$ cat src/hdl/bmhp_pkg.sv
// Shared types, codes and constants of the BUFR message header parser.
package bmhp_pkg;

    // Default width of byte counts and section lengths
    localparam int LENGTH_BITS_DEF = 24;

    // Configuration port
    localparam int APB_ADDR_W = 3;
    localparam int APB_DATA_W = 32;
    localparam logic REG_DESC_LIMIT = 1'b0;   // register index taken from paddr[2]
    localparam logic [15:0] DESC_LIMIT_RST = 16'd256;

    // Field codes on the result stream
    localparam logic [4:0] FID_TOTAL_LEN  = 5'd0;
    localparam logic [4:0] FID_EDITION    = 5'd1;
    localparam logic [4:0] FID_SEC1_LEN   = 5'd2;
    localparam logic [4:0] FID_MASTER_TBL = 5'd3;
    localparam logic [4:0] FID_CENTRE     = 5'd4;
    localparam logic [4:0] FID_SUBCENTRE  = 5'd5;
    localparam logic [4:0] FID_UPDATE_SEQ = 5'd6;
    localparam logic [4:0] FID_OPTIONS    = 5'd7;
    localparam logic [4:0] FID_YEAR       = 5'd13;
    localparam logic [4:0] FID_SEC2_LEN   = 5'd19;
    localparam logic [4:0] FID_SEC3_LEN   = 5'd20;
    localparam logic [4:0] FID_SUBSETS    = 5'd21;
    localparam logic [4:0] FID_FLAGS      = 5'd22;
    localparam logic [4:0] FID_DESCRIPTOR = 5'd23;
    localparam logic [4:0] FID_SEC4_LEN   = 5'd24;
    localparam logic [4:0] FID_FINAL      = 5'd25;

    // Closing status codes
    localparam logic [2:0] ST_OK          = 3'd0;
    localparam logic [2:0] ST_TOO_SHORT   = 3'd1;
    localparam logic [2:0] ST_BAD_START   = 3'd2;
    localparam logic [2:0] ST_BAD_END     = 3'd3;
    localparam logic [2:0] ST_LEN_MISMATCH = 3'd4;

    // Message constants
    localparam logic [31:0] END_MARK      = 32'h3737_3737;   // "7777"
    localparam logic [7:0]  OPT_SEC2_BIT  = 8'h80;
    localparam int          MIN_MSG_BYTES = 8;

    // Section walk
    typedef enum logic [2:0] {
        SEC0 = 3'd0,
        SEC1 = 3'd1,
        SEC2 = 3'd2,
        SEC3 = 3'd3,
        SEC4 = 3'd4,
        SEC_DONE = 3'd5
    } sec_t;

    // One result transfer
    typedef struct packed {
        logic        valid;
        logic [4:0]  fid;
        logic [23:0] value;
        logic [1:0]  df;
        logic [5:0]  dx;
        logic [7:0]  dy;
        logic [2:0]  status;
        logic        fin;
    } res_t;

    // Expected start marker "BUFR"
    function automatic logic [7:0] start_char(input logic [1:0] idx);
        logic [7:0] c;
        case (idx)
            2'd0:    c = 8'h42;
            2'd1:    c = 8'h55;
            2'd2:    c = 8'h46;
            default: c = 8'h52;
        endcase
        return c;
    endfunction

endpackage

$ cat src/hdl/bmhp_cfg.sv
// APB register block holding the descriptor limit.
module bmhp_cfg
    import bmhp_pkg::*;
(
    input  logic                  clk,
    input  logic                  rst_n,
    input  logic                  psel,
    input  logic                  penable,
    input  logic                  pwrite,
    input  logic [APB_ADDR_W-1:0] paddr,
    input  logic [APB_DATA_W-1:0] pwdata,
    output logic [APB_DATA_W-1:0] prdata,
    output logic                  pready,
    output logic [15:0]           desc_limit
);

    logic [15:0] desc_limit_reg;
    logic [15:0] desc_limit_next;
    logic        wr_en;

    assign pready = 1'b1;
    assign wr_en  = psel & penable & pwrite & pready;

    // Register write, word aligned
    always_comb
    begin
        desc_limit_next = desc_limit_reg;
        if (wr_en && paddr[2] == REG_DESC_LIMIT)
        begin
            desc_limit_next = pwdata[15:0];
        end
    end

    always_ff @(posedge clk or negedge rst_n)
    begin
        if (!rst_n)
        begin
            desc_limit_reg <= DESC_LIMIT_RST;
        end
        else
        begin
            desc_limit_reg <= desc_limit_next;
        end
    end

    // Read back
    always_comb
    begin
        prdata = '0;
        if (paddr[2] == REG_DESC_LIMIT)
        begin
            prdata = {{(APB_DATA_W-16){1'b0}}, desc_limit_reg};
        end
    end

    assign desc_limit = desc_limit_reg;

endmodule

$ cat src/hdl/bmhp_parse.sv
// Byte parser: section walk, field extraction and closing checks.
module bmhp_parse
    import bmhp_pkg::*;
#(
    parameter int LENGTH_BITS = LENGTH_BITS_DEF
)
(
    input  logic        clk,
    input  logic        rst_n,
    input  logic        step,
    input  logic [7:0]  data_byte,
    input  logic        last_byte,
    input  logic [15:0] desc_limit,
    output res_t        res
);

    localparam int LB = LENGTH_BITS;

    logic [LB-1:0] byte_count_reg, byte_count_next;
    sec_t          sec_reg, sec_next;
    logic [LB-1:0] sec_off_reg, sec_off_next;
    logic [LB-1:0] sec_len_reg, sec_len_next;
    logic [LB-1:0] decl_len_reg, decl_len_next;
    logic [23:0]   acc_reg, acc_next;
    logic          start_ok_reg, start_ok_next;
    logic [31:0]   tail_reg, tail_next;
    logic          opt_reg, opt_next;
    logic [15:0]   desc_cnt_reg, desc_cnt_next;
    logic [7:0]    desc_hi_reg, desc_hi_next;

    logic [LB-1:0] pos;
    logic [LB-1:0] off;
    logic [LB-1:0] off_inc;
    logic [LB-1:0] acc_len;
    logic [LB-1:0] cnt_upd;
    logic          start_ok_upd;
    logic          walked;
    sec_t          sec_walk;
    logic [LB-1:0] off_walk;
    res_t          fld;

    assign pos     = byte_count_reg;
    assign off     = sec_off_reg;
    assign off_inc = (off != {LB{1'b1}}) ? off + LB'(1) : off;
    assign acc_next = {acc_reg[15:0], data_byte};
    assign tail_next = {tail_reg[23:0], data_byte};
    assign acc_len  = acc_next[LB-1:0];
    assign cnt_upd  = (pos != {LB{1'b1}}) ? pos + LB'(1) : pos;
    assign start_ok_upd = start_ok_reg &
        !((pos < LB'(4)) && (data_byte != start_char(pos[1:0])));

    // Field extraction and data state updates
    always_comb
    begin
        fld           = '0;
        sec_len_next  = sec_len_reg;
        decl_len_next = decl_len_reg;
        opt_next      = opt_reg;
        desc_cnt_next = desc_cnt_reg;
        desc_hi_next  = desc_hi_reg;
        unique case (sec_reg)
            SEC0:
            begin
                if (off == LB'(6))
                begin
                    decl_len_next = acc_len;
                    fld.valid = 1'b1; fld.fid = FID_TOTAL_LEN; fld.value = 24'(acc_len);
                end
                else if (off == LB'(7))
                begin
                    fld.valid = 1'b1; fld.fid = FID_EDITION; fld.value = 24'(data_byte);
                end
            end
            SEC1:
            begin
                if (off == LB'(2))
                begin
                    sec_len_next = acc_len;
                    fld.valid = 1'b1; fld.fid = FID_SEC1_LEN; fld.value = 24'(acc_len);
                end
                else if (off == LB'(3))
                begin
                    fld.valid = 1'b1; fld.fid = FID_MASTER_TBL; fld.value = 24'(data_byte);
                end
                else if (off == LB'(5))
                begin
                    fld.valid = 1'b1; fld.fid = FID_CENTRE; fld.value = 24'(acc_next[15:0]);
                end
                else if (off == LB'(7))
                begin
                    fld.valid = 1'b1; fld.fid = FID_SUBCENTRE;
                    fld.value = 24'(acc_next[15:0]);
                end
                else if (off == LB'(8))
                begin
                    fld.valid = 1'b1; fld.fid = FID_UPDATE_SEQ; fld.value = 24'(data_byte);
                end
                else if (off == LB'(9))
                begin
                    fld.valid = 1'b1; fld.fid = FID_OPTIONS; fld.value = 24'(data_byte);
                    opt_next = |(data_byte & OPT_SEC2_BIT);
                end
                else if (off >= LB'(10) && off <= LB'(14))
                begin
                    // category through local table version
                    fld.valid = 1'b1; fld.fid = off[4:0] - 5'd2; fld.value = 24'(data_byte);
                end
                else if (off == LB'(16))
                begin
                    fld.valid = 1'b1; fld.fid = FID_YEAR; fld.value = 24'(acc_next[15:0]);
                end
                else if (off >= LB'(17) && off <= LB'(21))
                begin
                    // month through second
                    fld.valid = 1'b1; fld.fid = off[4:0] - 5'd3; fld.value = 24'(data_byte);
                end
            end
            SEC2:
            begin
                if (off == LB'(2))
                begin
                    sec_len_next = acc_len;
                    fld.valid = 1'b1; fld.fid = FID_SEC2_LEN; fld.value = 24'(acc_len);
                end
            end
            SEC3:
            begin
                if (off == LB'(2))
                begin
                    sec_len_next = acc_len;
                    fld.valid = 1'b1; fld.fid = FID_SEC3_LEN; fld.value = 24'(acc_len);
                end
                else if (off == LB'(5))
                begin
                    fld.valid = 1'b1; fld.fid = FID_SUBSETS; fld.value = 24'(acc_next[15:0]);
                end
                else if (off == LB'(6))
                begin
                    fld.valid = 1'b1; fld.fid = FID_FLAGS;
                    fld.value = {22'd0, data_byte[7], data_byte[6]};
                end
                else if (off >= LB'(7))
                begin
                    // descriptors: high byte at odd offsets, low byte completes it
                    if (off[0])
                    begin
                        desc_hi_next = data_byte;
                    end
                    else if (desc_cnt_reg < desc_limit)
                    begin
                        fld.valid = 1'b1; fld.fid = FID_DESCRIPTOR;
                        fld.value = 24'(acc_next[15:0]);
                        fld.df = desc_hi_reg[7:6];
                        fld.dx = desc_hi_reg[5:0];
                        fld.dy = data_byte;
                        desc_cnt_next = desc_cnt_reg + 16'd1;
                    end
                end
            end
            SEC4:
            begin
                if (off == LB'(2))
                begin
                    sec_len_next = acc_len;
                    fld.valid = 1'b1; fld.fid = FID_SEC4_LEN; fld.value = 24'(acc_len);
                end
            end
            default:
            begin
            end
        endcase
    end

    // Section walk: next section and offset
    always_comb
    begin
        walked   = 1'b0;
        sec_walk = sec_reg;
        off_walk = off_inc;
        unique case (sec_reg)
            SEC0:
            begin
                if (off == LB'(7))
                begin
                    walked = 1'b1; sec_walk = SEC1; off_walk = '0;
                end
            end
            SEC4:
            begin
                if (off == LB'(2))
                begin
                    walked = 1'b1; sec_walk = SEC_DONE; off_walk = '0;
                end
            end
            SEC1, SEC2, SEC3:
            begin
            end
            default:
            begin
                walked = 1'b1; off_walk = off;
            end
        endcase
        if (!walked && sec_reg != SEC0)
        begin
            // a section closes at offset max(2, length-1)
            if (off >= LB'(2) && ({1'b0, off} + (LB+1)'(1)) >= {1'b0, sec_len_next})
            begin
                off_walk = '0;
                unique case (sec_reg)
                    SEC1:    sec_walk = opt_next ? SEC2 : SEC3;
                    SEC2:    sec_walk = SEC3;
                    default: sec_walk = SEC4;
                endcase
            end
        end
    end

    // Result selection, closing checks and state commit
    always_comb
    begin
        res = fld;
        if (!start_ok_upd)
        begin
            res = '0;
        end
        byte_count_next = cnt_upd;
        start_ok_next   = start_ok_upd;
        sec_next        = sec_walk;
        if (last_byte)
        begin
            res        = '0;
            res.valid  = 1'b1;
            res.fid    = FID_FINAL;
            res.value  = 24'(cnt_upd);
            res.fin    = 1'b1;
            if (cnt_upd < LB'(MIN_MSG_BYTES))
            begin
                res.status = ST_TOO_SHORT;
            end
            else if (!start_ok_upd)
            begin
                res.status = ST_BAD_START;
            end
            else if (tail_next != END_MARK)
            begin
                res.status = ST_BAD_END;
            end
            else if (decl_len_next != cnt_upd)
            begin
                res.status = ST_LEN_MISMATCH;
            end
            else
            begin
                res.status = ST_OK;
            end
        end
    end

    // Message state; the final byte returns it to the reset values
    always_ff @(posedge clk or negedge rst_n)
    begin
        if (!rst_n)
        begin
            byte_count_reg <= '0;
            sec_reg        <= SEC0;
            sec_off_reg    <= '0;
            sec_len_reg    <= '0;
            decl_len_reg   <= '0;
            acc_reg        <= '0;
            start_ok_reg   <= 1'b1;
            tail_reg       <= '0;
            opt_reg        <= 1'b0;
            desc_cnt_reg   <= '0;
            desc_hi_reg    <= '0;
        end
        else if (step)
        begin
            if (last_byte)
            begin
                byte_count_reg <= '0;
                sec_reg        <= SEC0;
                sec_off_reg    <= '0;
                sec_len_reg    <= '0;
                decl_len_reg   <= '0;
                acc_reg        <= '0;
                start_ok_reg   <= 1'b1;
                tail_reg       <= '0;
                opt_reg        <= 1'b0;
                desc_cnt_reg   <= '0;
                desc_hi_reg    <= '0;
            end
            else
            begin
                byte_count_reg <= byte_count_next;
                sec_reg        <= sec_next;
                sec_off_reg    <= off_walk;
                sec_len_reg    <= sec_len_next;
                decl_len_reg   <= decl_len_next;
                acc_reg        <= acc_next;
                start_ok_reg   <= start_ok_next;
                tail_reg       <= tail_next;
                opt_reg        <= opt_next;
                desc_cnt_reg   <= desc_cnt_next;
                desc_hi_reg    <= desc_hi_next;
            end
        end
    end

endmodule

$ cat src/hdl/bufr_message_header_parser.sv
// Top level of the BUFR message header parser: input stage, parser, result stage.
//
//  Channel   Role            Transfer contents
//  s_*       byte input      tdata = data_byte, tlast = last_byte
//  m_*       field output    tuser = field_id, tdata = value/F/X/Y/status, tlast = final_res
//  APB       configuration   descriptor_limit at byte address 0
//
// A byte is parsed while it sits in the input register and its result is
// registered in the result register when the parser advances; one byte per
// cycle sustained while m_tready does not stall the result register.
// The parser state advances only when the result register can take a result.
// A stall on m_tready holds the result register and fills the input register,
// after which s_tready drops. rst_n clears all control state asynchronously.
module bufr_message_header_parser
    import bmhp_pkg::*;
#(
    parameter int LENGTH_BITS = LENGTH_BITS_DEF
)
(
    input  logic                  clk,
    input  logic                  rst_n,
    // byte input
    input  logic                  s_tvalid,
    output logic                  s_tready,
    input  logic [7:0]            s_tdata,    // [7:0] data_byte
    input  logic                  s_tlast,
    // field output
    output logic                  m_tvalid,
    input  logic                  m_tready,
    output logic [47:0]           m_tdata,    // [23:0] field_value, [25:24] desc_f,
                                              // [31:26] desc_x, [39:32] desc_y,
                                              // [42:40] status, [47:43] zero
    output logic [4:0]            m_tuser,    // [4:0] field_id
    output logic                  m_tlast,
    // configuration
    input  logic                  psel,
    input  logic                  penable,
    input  logic                  pwrite,
    input  logic [APB_ADDR_W-1:0] paddr,
    input  logic [APB_DATA_W-1:0] pwdata,
    output logic [APB_DATA_W-1:0] prdata,
    output logic                  pready
);

    logic        in_valid_reg, in_valid_next;
    logic [7:0]  in_byte_reg;
    logic        in_last_reg;
    logic        out_valid_reg, out_valid_next;
    res_t        out_reg;
    res_t        res;
    logic        advance;
    logic [15:0] desc_limit;

    bmhp_cfg u_cfg (
        .clk        (clk),
        .rst_n      (rst_n),
        .psel       (psel),
        .penable    (penable),
        .pwrite     (pwrite),
        .paddr      (paddr),
        .pwdata     (pwdata),
        .prdata     (prdata),
        .pready     (pready),
        .desc_limit (desc_limit)
    );

    bmhp_parse #(
        .LENGTH_BITS (LENGTH_BITS)
    ) u_parse (
        .clk        (clk),
        .rst_n      (rst_n),
        .step       (advance),
        .data_byte  (in_byte_reg),
        .last_byte  (in_last_reg),
        .desc_limit (desc_limit),
        .res        (res)
    );

    // Flow control between the two register stages
    assign advance  = in_valid_reg & (~out_valid_reg | m_tready);
    assign s_tready = ~in_valid_reg | advance;

    always_comb
    begin
        in_valid_next = in_valid_reg;
        if (s_tready)
        begin
            in_valid_next = s_tvalid;
        end
        if (advance)
        begin
            out_valid_next = res.valid;
        end
        else
        begin
            out_valid_next = out_valid_reg & ~m_tready;
        end
    end

    always_ff @(posedge clk or negedge rst_n)
    begin
        if (!rst_n)
        begin
            in_valid_reg  <= 1'b0;
            out_valid_reg <= 1'b0;
        end
        else
        begin
            in_valid_reg  <= in_valid_next;
            out_valid_reg <= out_valid_next;
        end
    end

    // Payload registers
    always_ff @(posedge clk)
    begin
        if (s_tready && s_tvalid)
        begin
            in_byte_reg <= s_tdata;
            in_last_reg <= s_tlast;
        end
        if (advance && res.valid)
        begin
            out_reg <= res;
        end
    end

    assign m_tvalid = out_valid_reg;
    assign m_tuser  = out_reg.fid;
    assign m_tlast  = out_reg.fin;
    assign m_tdata  = {5'd0, out_reg.status, out_reg.dy, out_reg.dx, out_reg.df,
                       out_reg.value};

endmodule
$ cat config.mk
export PLATFORM = sky130hd
export DESIGN_NAME = bufr_message_header_parser
export DESIGN_NICKNAME = d
export VERILOG_FILES = /design/src/hdl/bmhp_pkg.sv /design/src/hdl/bmhp_cfg.sv /design/src/hdl/bmhp_parse.sv /design/src/hdl/bufr_message_header_parser.sv
export SDC_FILE = /design/constraint.sdc
export NUM_CORES = 1
export LEC_CHECK = 0
export ABC_AREA = 1
export BUFFER_PORTS_ARGS = -buffer_cell sky130_fd_sc_hd__clkbuf_2
export CAP_MARGIN = 30
export CORE_MARGIN = 1
export CORE_UTILIZATION = 50
export CTS_BUF_LIST = sky130_fd_sc_hd__clkbuf_8
export DETAILED_ROUTE_END_ITERATION = 10
export PLACE_DENSITY = 0.77
export SLEW_MARGIN = 20
export SYNTH_ARGS = -nofsm -noshare
export SYNTH_HDL_FRONTEND = slang
export SYNTH_SLANG_ARGS = --single-unit
export TNS_END_PERCENT = 100
$ cat constraint.sdc
create_clock -name clk -period 3.3 [get_ports clk]
set_input_delay 0.33 -clock clk [delete_from_list [all_inputs] [get_ports clk]]
set_output_delay 0.33 -clock clk [all_outputs]
set_load 0.05 [all_outputs]
==> parameters.txt <==
Parameter                              Value

Synth
  Count of mapped cells out of synthesis    1843
  Average cell area after synthesis    7.65 um^2
  Seq cells post-synth    225
  Sequential share of the synthesized area    0.420
  Fraction of synthesized cell area taken by the top area cell type    0.293
  Count of synthesis-stage warnings from yosys    0
  Summed instance area of the synthesized netlist    around 0.014 mm^2
  Ranking of synthesized cells by area    dfrtp_1, nand2_1, edfxtp_1
  Dominant cell type by area after synthesis    dfrtp_1
  Unique masters post-synth    57

Floorplanning
  Effective utilization at floorplan    0.508
  Die span in y    roughly 170 um
  Total core area    0.0278 mm^2
  Die Width    170 um
  Count of pins on the block boundary    140
  Row count    just over 60
  Full die area    0.0289 mm^2

Route
  Vias    13600
  Iter 0 DRT Violations    ~1500
  Routed Antenna Nets    0
  Total wirelength of the detailed-routed design    40800 um
  Via/cell ratio    5.51
  Post-detailed-route DRC marker count    0
  Detailed-route wire length per cell    16.6 um
  Pre-Repair DR Iteration Count    9

Setup path
  Critical path class    register to register
  Maximum fanout encountered on the critical timing path    8
  Required time of the critical path    3720 ps
  Kind of capture point of the worst setup path    register
  Worst stage delay on the critical path    370 ps
  Critical Path AT    3820 ps
  Standard cell with the maximum stage delay on the critical path    dfrtp_1
  Startpoint type of the worst setup path    register
  Crit path buf inv count    7
  Family with the most delay on the worst path    simple AND/OR/NAND/NOR gates
  Most frequent CP cell    nand2_2

Finish
  Commonest non-fill, non-tap cells in the layout    nand2_1, inv_1, nor2_1
  Share of post-route cells with drive strength above 1    0.207
  Number of antenna repair diodes    0
  Most common cell after layout, fill and taps aside    nand2_1
  Area growth from synthesis to layout    21.3%
  Flip-flop count of the largest register, all copies and words added    43
  Nets    2152

STA
  Total count of hold-check failures in the final report    0
  Setup-failing EPs final    27
  Max Fclk    between 0.2 and 0.3 GHz
  Measured slew at the worst slew-check pin    736 ps
  RSZ-0062 raised after global routing    true
  Fraction of the cycle the final worst path needs    1.03
  Worst clock skew on the final layout    31.5 ps
  Final-layout worst hold slack    26.8 ps
  Minimum setup slack in the final design    -101 ps
  Min cycle time layout    around 3400 ps
  Worst slew margin relative to its limit    0.509
  Final number of max-transition violations    0

Power and ir drop
  Leakage    8.33 nW
  Pwr/cell area    512 mW/mm^2
  Worst IR drop on VDD    0.000343 V

Placement
  Count of buffers inserted at the top-level ports    99
  Placement-stage worst setup slack    -121 ps
  Last weighted congestion value of the routability-driven placer    0.968
  Placed wire-length estimate    29100 um

Flow run
  Max-capacitance violation count    0

Worst hold path
  Type of the most critical hold path    input port to register

CTS
  Root cell of the clock tree    clkbuf_8
  Clock buffer count from CTS    approximately 40
  # H-tree levels    2
  Clock latency of the later-clocked register in the worst-skew pair    570 ps
  Longest Clk Path Bufs    3
  TritonCTS Sinks    around 230
  Reg clk slew, reported paths    60 ps
  CTS tree    done

Global routing
  Number of antenna violations at the first check in global routing    0
  Number of global-route vias before repair    between 10000 and 15000
  Pin count of the biggest net entering global routing    62
  Overall fraction of global-route tracks in use    0.284
  Global-route wire length before repair    65300 um
  Final global-route overflow total    0

Status
  Run status    finished, violations left
  Violated checks    negative setup slack
[worst reg2reg max path: cells and delay by family (launching register included)]
family / cells / cell delay (ps)
flops: 1 / 370
simple gates: 14 / 1540
buf+inv: 7 / 750
fa+ha+maj: 2 / 440
compound gates: 3 / 200
[through the flow]
step           cell area [um^2]   util  power (mW)  setup TNS, ps  cells
2_1_floorplan             14200      -        4.94              0   1863
3_3_place_gp              15500  0.556        5.61        -0.0846   2348
3_5_place_dp              15500  0.557        5.66          -1880   2350
4_1_cts                   16700  0.600        8.56              0   2449
5_1_grt                   17100  0.616        9.19          -8330   2460
6_report                  17100  0.616        8.75          -1820   2460
[report_power, final]
group          total (mW)  internal [mW]  switching [mW]
registers            3.31           3.11           0.195
logic                2.64          0.868            1.77
clock network        2.80           1.55            1.25
total                8.75           5.53            3.22
[synth_stat cells, drive strengths merged]
library cell and number:
o221ai 1, a41oi 2, o21bai 1, nand3b 5, clkbuf 39, a211oi 2
edfxtp 58, a31oi 4, a21o 2, xor2 49, o31ai 1, or2 5
inv 242, o21ai 155, o211ai 8, nand4 44, nor4 14, a21boi 1
and2 1, xnor2 1, a21oi 58, nand2 483, nor2 184, a22o 5
conb 2, ha 51, dfrtp 165, o22ai 75, nor3 23, buf 49
nand3 108, dfstp 2, nor3b 2, o21a 1
[path summary, 6_finish.rpt]
check | start | to | slack, ps | cells after the start
setup / recovery | u_parse.off[1]$_DFFE_PN0P_ | u_parse.off[23]$_DFFE_PN0P_ | -100 | 26
hold / removal | pwdata[7] | u_cfg.desc_limit[7]$_DFFE_PN0P_ | 30 | 3
setup reg to reg | u_parse.off[1]$_DFFE_PN0P_ | u_parse.off[23]$_DFFE_PN0P_ | -100 | 26
hold reg to reg | u_parse.decl_len_reg[20]$_DFFE_PN0P_ | u_parse.decl_len_reg[20]$_DFFE_PN0P_ | 490 | 2
max in group asynchronous | rst_n | u_parse.byte_count_reg[18]$_DFFE_PN0P_ | 2130 | 3
min in group asynchronous | rst_n | u_cfg.desc_limit[1]$_DFFE_PN0P_ | 320 | 2
[layer usage]
layer,GRT usage,part of all wire,vias up
li1,-,-,6452
met1,0.370,0.41,6370
met5,0,0,-
met4,0.124,0.044,0
met3,0.0384,0.065,138
met2,0.470,0.48,597
[layout make-up]
class | instances | area (um^2)
Timing Repair Buffer | 232 | 1670
Sequential cell | 225 | 5930
Tap cell | 378 | 473
Inverter | 242 | 918
Multi-Input combinational cell | 1308 | 7240
Clock inverter | 25 | 189
Clock buffer | 50 | 688
Fill cell | 2415 | 10700
[repair_timing]
action / CTS / global route
hold buffers: 12 / 0
cloned: 1 / 3
pin swaps: 9 / 23
hold endpoints to repair: 65 / 0
buffers inserted: 11 / 9
endpoints found under the setup margin: 24 / 27
gates resized for setup: 30 / 69
[cells by family after synthesis]
group | synth area share
simple gates | 0.273
buf+inv | 0.0998
compound gates | 0.131
flops | 0.420
fa+ha+maj | 0.0453
xor+xnor | 0.0311
other cells | 0.000533
No activity file was read; power rests on OpenSTA's default activity.
